[src/rtl/core/gasp_pkg.sv]
// Package for the glyph atlas shelf packer: shared constants, status codes,
// controller state type and the placement entry / placer result structs.
// No dependencies.
package gasp_pkg;

    localparam int CODE_COUNT_DEF = 256;

    localparam int SIDE_W  = 13;
    localparam int COORD_W = 12;
    localparam int DIM_W   = 8;
    localparam int CODE_W  = 8;

    localparam logic [SIDE_W-1:0] ATLAS_SIZE_RST = 13'd128;
    localparam logic [SIDE_W-1:0] SIDE_MIN       = 13'd128;
    localparam logic [SIDE_W-1:0] SIDE_MAX       = 13'd4096;

    localparam logic [1:0] STATUS_HIT    = 2'd0;
    localparam logic [1:0] STATUS_PLACED = 2'd1;
    localparam logic [1:0] STATUS_REJECT = 2'd2;

    typedef enum logic {
        ST_IDLE,
        ST_LOOKUP
    } gasp_state_t;

    // stored placement, x in the lowest bits
    typedef struct packed {
        logic [DIM_W-1:0]   h;
        logic [DIM_W-1:0]   w;
        logic [COORD_W-1:0] y;
        logic [COORD_W-1:0] x;
    } entry_t;

    typedef struct packed {
        logic               fits;
        logic [COORD_W-1:0] x;
        logic [COORD_W-1:0] y;
    } place_res_t;

endpackage

[src/rtl/core/gasp_place.sv]
// Shelf placer: holds the shelf cursor, shelf height and sticky full flag,
// and works out where a nonempty glyph lands. Depends on gasp_pkg.
module gasp_place (
    input  logic                        aclk,
    input  logic                        aresetn,
    input  logic [gasp_pkg::SIDE_W-1:0] side,
    input  logic [gasp_pkg::DIM_W-1:0]  glyph_w,
    input  logic [gasp_pkg::DIM_W-1:0]  glyph_h,
    input  logic                        pack_en,
    output gasp_pkg::place_res_t        res,
    output logic                        atlas_full
);
    import gasp_pkg::*;

    logic [SIDE_W-1:0] shelf_x_reg, shelf_x_next;
    logic [SIDE_W-1:0] shelf_y_reg, shelf_y_next;
    logic [DIM_W-1:0]  shelf_h_reg, shelf_h_next;
    logic              full_reg, full_next;

    logic [SIDE_W:0]   x_end, y_end;
    logic              new_shelf;
    logic [SIDE_W-1:0] x_base, y_base;
    logic [DIM_W-1:0]  h_base;

    always_comb begin
        x_end     = {1'b0, shelf_x_reg} + {{(SIDE_W+1-DIM_W){1'b0}}, glyph_w} + 14'd1;
        new_shelf = x_end > {1'b0, side};
        // a new shelf is kept even when the glyph then overflows the height
        x_base = new_shelf ? '0 : shelf_x_reg;
        y_base = new_shelf ? shelf_y_reg + {{(SIDE_W-DIM_W){1'b0}}, shelf_h_reg} + 13'd1
                           : shelf_y_reg;
        h_base = new_shelf ? '0 : shelf_h_reg;
        y_end  = {1'b0, y_base} + {{(SIDE_W+1-DIM_W){1'b0}}, glyph_h} + 14'd1;

        res.fits = y_end <= {1'b0, side};
        res.x    = x_base[COORD_W-1:0];
        res.y    = y_base[COORD_W-1:0];

        shelf_y_next = y_base;
        if (res.fits) begin
            shelf_x_next = x_base + {{(SIDE_W-DIM_W){1'b0}}, glyph_w} + 13'd1;
            shelf_h_next = (glyph_h > h_base) ? glyph_h : h_base;
            full_next    = full_reg;
        end else begin
            shelf_x_next = x_base;
            shelf_h_next = h_base;
            full_next    = 1'b1;
        end
    end

    always_ff @(posedge aclk) begin
        if (!aresetn) begin
            shelf_x_reg <= '0;
            shelf_y_reg <= '0;
            shelf_h_reg <= '0;
            full_reg    <= 1'b0;
        end else if (pack_en) begin
            shelf_x_reg <= shelf_x_next;
            shelf_y_reg <= shelf_y_next;
            shelf_h_reg <= shelf_h_next;
            full_reg    <= full_next;
        end
    end

    assign atlas_full = full_reg;

endmodule

[config.mk]
export PLATFORM = sky130hd
export DESIGN_NAME = gasp_place
export DESIGN_NICKNAME = d
export VERILOG_FILES = /design/src/rtl/core/gasp_pkg.sv /design/src/rtl/core/gasp_place.sv
export SDC_FILE = /design/constraint.sdc
export NUM_CORES = 1
export LEC_CHECK = 0
export ABC_AREA = 1
export BUFFER_PORTS_ARGS = -buffer_cell sky130_fd_sc_hd__buf_2
export CORE_MARGIN = 8
export CORE_UTILIZATION = 65
export CTS_CLUSTER_SIZE = 24
export DETAILED_ROUTE_END_ITERATION = 8
export GPL_ROUTABILITY_DRIVEN = 0
export PLACE_DENSITY = 0.85
export SYNTH_ARGS = -nofsm -noshare
export SYNTH_HDL_FRONTEND = slang
export SYNTH_SLANG_ARGS = --single-unit
[constraint.sdc]
create_clock -name aclk -period 18.5 [get_ports aclk]
set_clock_uncertainty 0.2 [all_clocks]
set_input_delay 3.7 -clock aclk [delete_from_list [all_inputs] [get_ports aclk]]
set_output_delay 3.7 -clock aclk [all_outputs]
set_load 0.02 [all_outputs]
# Word-level counts from Yosys, hierarchy flattened
# Cells that the tools add are included.
# Widths: inputs -> output; s select.
# word_totals
ff_bits,35
output_inout_bits,26
inputBits,32
# op_classes
order_cmp,3
n_mux,6
n_bitwise,1
add_sub_neg,8
n_reduce_logical,1
# op_table
cell,n
$mux 13,3
$add 13x8->14,2
$add 14x1->14 const B,2
$add 13x1->13 const B,2
$add 13x8->13,2
$mux 8,3
$gt 14x13->1,1
$le 14x13->1,1
$gt 8x8->1,1
$reduce_and 2->1,1
$not 1->1,1

# Depth between registers and ports, before layout
# logic_depth
word_depth,9
depth_mapped,52
mapped_depth_nobuf,50

# Worst setup path after synthesis
# Ideal clock, no wire load.
# synth_timing
path_type,in2out
from,input port glyph_w[0] (netlist name)
to,output port res[24] (netlist name)
cell_stages,45
path_buffers,3
setup_slack_ns,4.937
required_ns,14.600
arrival_time_ns,9.663
path_cell_list,inv_1 -> ha_1 -> inv_1 -> fa_1 -> nand3_1 -> nand2_1 -> a21oi_1 -> nor2_1 -> o21ai_0 -> nand2_1 -> a21oi_1 -> nor2_1 -> nand2_1 -> nor2_1 -> xor2_1 -> ha_1 -> nand2_1 -> nor2_1 -> [9 not listed] -> fa_1 -> o21ai_0 -> a21oi_1 -> o21bai_1 -> a21oi_1 -> o21ai_0 -> nand2_1 -> nor2_1 -> nand3_1 -> xor2_1 -> ha_1 -> nand3_1 -> nor3_1 -> a21oi_1 -> o21ai_0 -> nand2_1 -> nand2_8 -> inv_6
# synth_lines
element,line,rtl
"start, declared",gasp_place.sv:7,"input logic [gasp_pkg::DIM_W-1:0] glyph_w,"
"end, declared",gasp_place.sv:10,"output gasp_pkg::place_res_t res,"

==> key figures <==
Routing
  • TritonRoute pass-1 iters: 6
  • WL final: 12.1 mm
  • WL per Instance: approximately 15 µm
  • 1st-iter DRT viols: 414
  • DR vias: 4,644
  • Antenna-violating nets left: 0
  • DR vias/cell: 5.69
  • DR DRC count: 0

Clocking
  • Setup Buffers After CTS: 0
  • Clock input transition at the sequential cells of the worst setup and hold paths: about 0.080 ns
  • CTS Root Buffer Type: clkbuf_8
  • Clk sinks: 35
  • CTS tree: built
  • Post-CTS Hold Fix Bufs: 0
  • CTS buffer count: 5
  • Post_cts resized: 0
  • Clock buffer depth: 2
  • Worst skew pair latency: 0.29 ns
  • H-tree depth: 2

Timing
  • WHS: 0.277 ns
  • Minimum clock period: 15.35 ns
  • Final Hold Fails: 0
  • Tcrit/Tclk final: just over 80%
  • Worst Tran Pin Value: 0.858 ns
  • Fin. max-slew vios: 0
  • Achievable clock frequency: 65.2 MHz
  • RSZ-0062 raised after global routing: false
  • Slew HR: a little over two fifths
  • Setup TNS Final: 0 ns
  • Final setup fails: 0

Die
  • I/O pin total: 58
  • Core area: 6760 µm²
  • Chip Height: 99.4 µm
  • Initial core utilization: 66.9%
  • Die W: approximately 100 µm
  • Die footprint: 9870 µm²
  • Site Rows: 30

Power and ir drop
  • Cell Int Power: 166 µW
  • VDD IR-drop max: about 46 µV
  • Sequential Power Share: about 29%
  • P_sw: ~140 µW
  • Clock power share: 18.9%
  • Leak Pwr: 2.59 nW
  • Power per cell area: 62.9 nW/µm²
  • Sw Ratio: 45.1%
  • Comb pwr share: about 52%

Yosys
  • Netlist cell types: 39
  • Mapped Area: 4520 µm²
  • Primary FF master, synth: dfxtp_1
  • Ranking of synthesized cells by area: ha_1, dfxtp_1, nand2_1
  • Area leader, netlist: ha_1
  • Seq/Total Area, Yosys: 15.5%
  • Synth warnings: 0
  • Net Count, Synth: 803
  • EDFF count, synth: 0
  • Async set or reset register ratio after synthesis: 0%
  • Synthesized instance count: 700
  • Synthesized area per cell: 6.45 µm²
  • Top cell type's share of synthesized area: 18.6%
  • FF+latch count, synth: 35

Placement
  • Port bufs: 57
  • Post-DP Area: 4720 µm²
  • HPWL Detailed: around 9.7 mm

Global routing
  • First-pass GRT wire length: around 20 mm
  • GR Overflow Total: 0
  • Vias in the first global route: 4,431
  • Initial antenna violation count: 0
  • GRT Util Overall: between 20 and 25%
  • Largest net degree at the start of global routing: 33

Flow run
  • Max-capacitance violation count: 0

Finish
  • Fillcell total: roughly 610
  • P&R area growth vs syn: 6.34%
  • Final Net Count: 838
  • Share of cells above drive strength 1: 13.5%
  • Fin area: 4800 µm²
  • Most common cell after layout, fill and taps aside: nand2_1
  • Diodes inserted: 0
  • Most frequent cells in the layout: nand2_1, inv_1, ha_1, a21oi_1, buf_2

Worst setup path
  • Crit-path max cell delay: between 0.4 and 0.5 ns
  • Register-to-register setup slack: 10.09 ns
  • R2r worst-path depth: between 40 and 50
  • Crit Path Class: input port to output port
  • Top cell by count, worst path: nand2_1
  • Slowest CP cell: nand2_2
  • Crit Reg-Reg Endpoint: shelf_x_reg[7]$_SDFFE_PN0P_
  • Maximum net fanout on the critical path: 30
  • RR Startpoint: shelf_x_reg[0]$_SDFFE_PN0P_
  • WP data arrival: 11.45 ns
  • Crit start category: input port
  • Required time of the critical path: between 10 and 15 ns
  • Crit. End Element: output port

Outcome
  • Outcome: completed

Hold path
  • Hold Startpoint: shelf_y_reg[2]$_SDFFE_PN0P_
  • Hold depth: 2
  • Hold EP: shelf_y_reg[2]$_SDFFE_PN0P_
  • Worst Hold Class: flop to flop
[cell type report]
class | instances | area, µm² | area share (%)
Tap cell | 80 | 100 | 2.08
Timing Repair Buffer | 58 | 293 | 6.09
Sequential cell | 35 | 701 | 14.6
Clock buffer | 5 | 68.8 | 1.43
Multi-Input combinational cell | 521 | 3190 | 66.4
Clock inverter | 3 | 20.0 | 0.417
Inverter | 114 | 433 | 9.01
[worst max-delay path: cells and delay by family]
family	cells	cell delay (ns)
compound gates	11	1.88
xor+xnor	2	0.36
fa+ha+maj	5	1.49
buf+inv	7	0.97
simple gates	23	3.04
[synthesized netlist by cell type, drive strengths merged (3+ instances only)]
master / n
a21oi: 71
buf: 19
clkbuf: 11
dfxtp: 35
fa: 4
ha: 67
inv: 114
nand2: 183
nand3: 33
nand4: 10
nor2: 46
nor3: 6
o211ai: 3
o21ai: 53
xnor2: 8
xor2: 26
[logic make-up after synthesis]
| logic type | after synthesis | share of synthesized area (%) |
|---|---|---|
| buffers and inverters | 144 | 13.9 |
| flip-flops | 35 | 15.5 |
| XOR/XNOR | 34 | 6.59 |
| adder cells (fa/ha/maj) | 71 | 20.3 |
| AND/OR/NAND/NOR | 282 | 27.9 |
| AO/OA/AOI/OAI | 134 | 15.8 |
[stage by stage]
step	util, %	instances	power [mW]	setup WS, ns
after floorplan	-	700	0.210	4.94
after global placement	69.8	808	0.238	3.85
after detailed placement	69.8	808	0.244	3.27
after CTS	71.1	816	0.301	3.27
after global routing	71.1	816	0.328	2.37
final	71.1	816	0.302	3.15
[power by group through the flow]
| stage | registers [mW] | clock network, mW | logic [mW] |
|---|---|---|---|
| 3_5_place_dp | 0.0885 | 0 | 0.156 |
| 6_report | 0.0871 | 0.0570 | 0.158 |
| 3_3_place_gp | 0.0883 | 0 | 0.150 |
| 5_1_grt | 0.0876 | 0.0611 | 0.179 |
| 4_1_cts | 0.0867 | 0.0579 | 0.156 |
| 2_1_floorplan | 0.0870 | 0 | 0.123 |
[layer usage]
metal	vias up	GRT usage (%)	wire, µm
met1	2114	30.9	5300
met5	-	0	0
met2	187	41.4	5620
li1	2318	-	-
met3	25	4.40	926
met4	0	8.15	250
[worst max-delay path by stage]
stage                    start  endpoint  slack (ns)
floorplan           glyph_w[0]   res[24]        4.94
global placement    glyph_w[0]   res[24]        3.85
detailed placement  glyph_w[0]   res[24]        3.27
CTS                 glyph_w[0]   res[24]        3.27
global route        glyph_w[0]   res[24]        2.37
finish              glyph_w[0]   res[24]        3.15
Note: power is estimated with default switching activity, not from simulation.
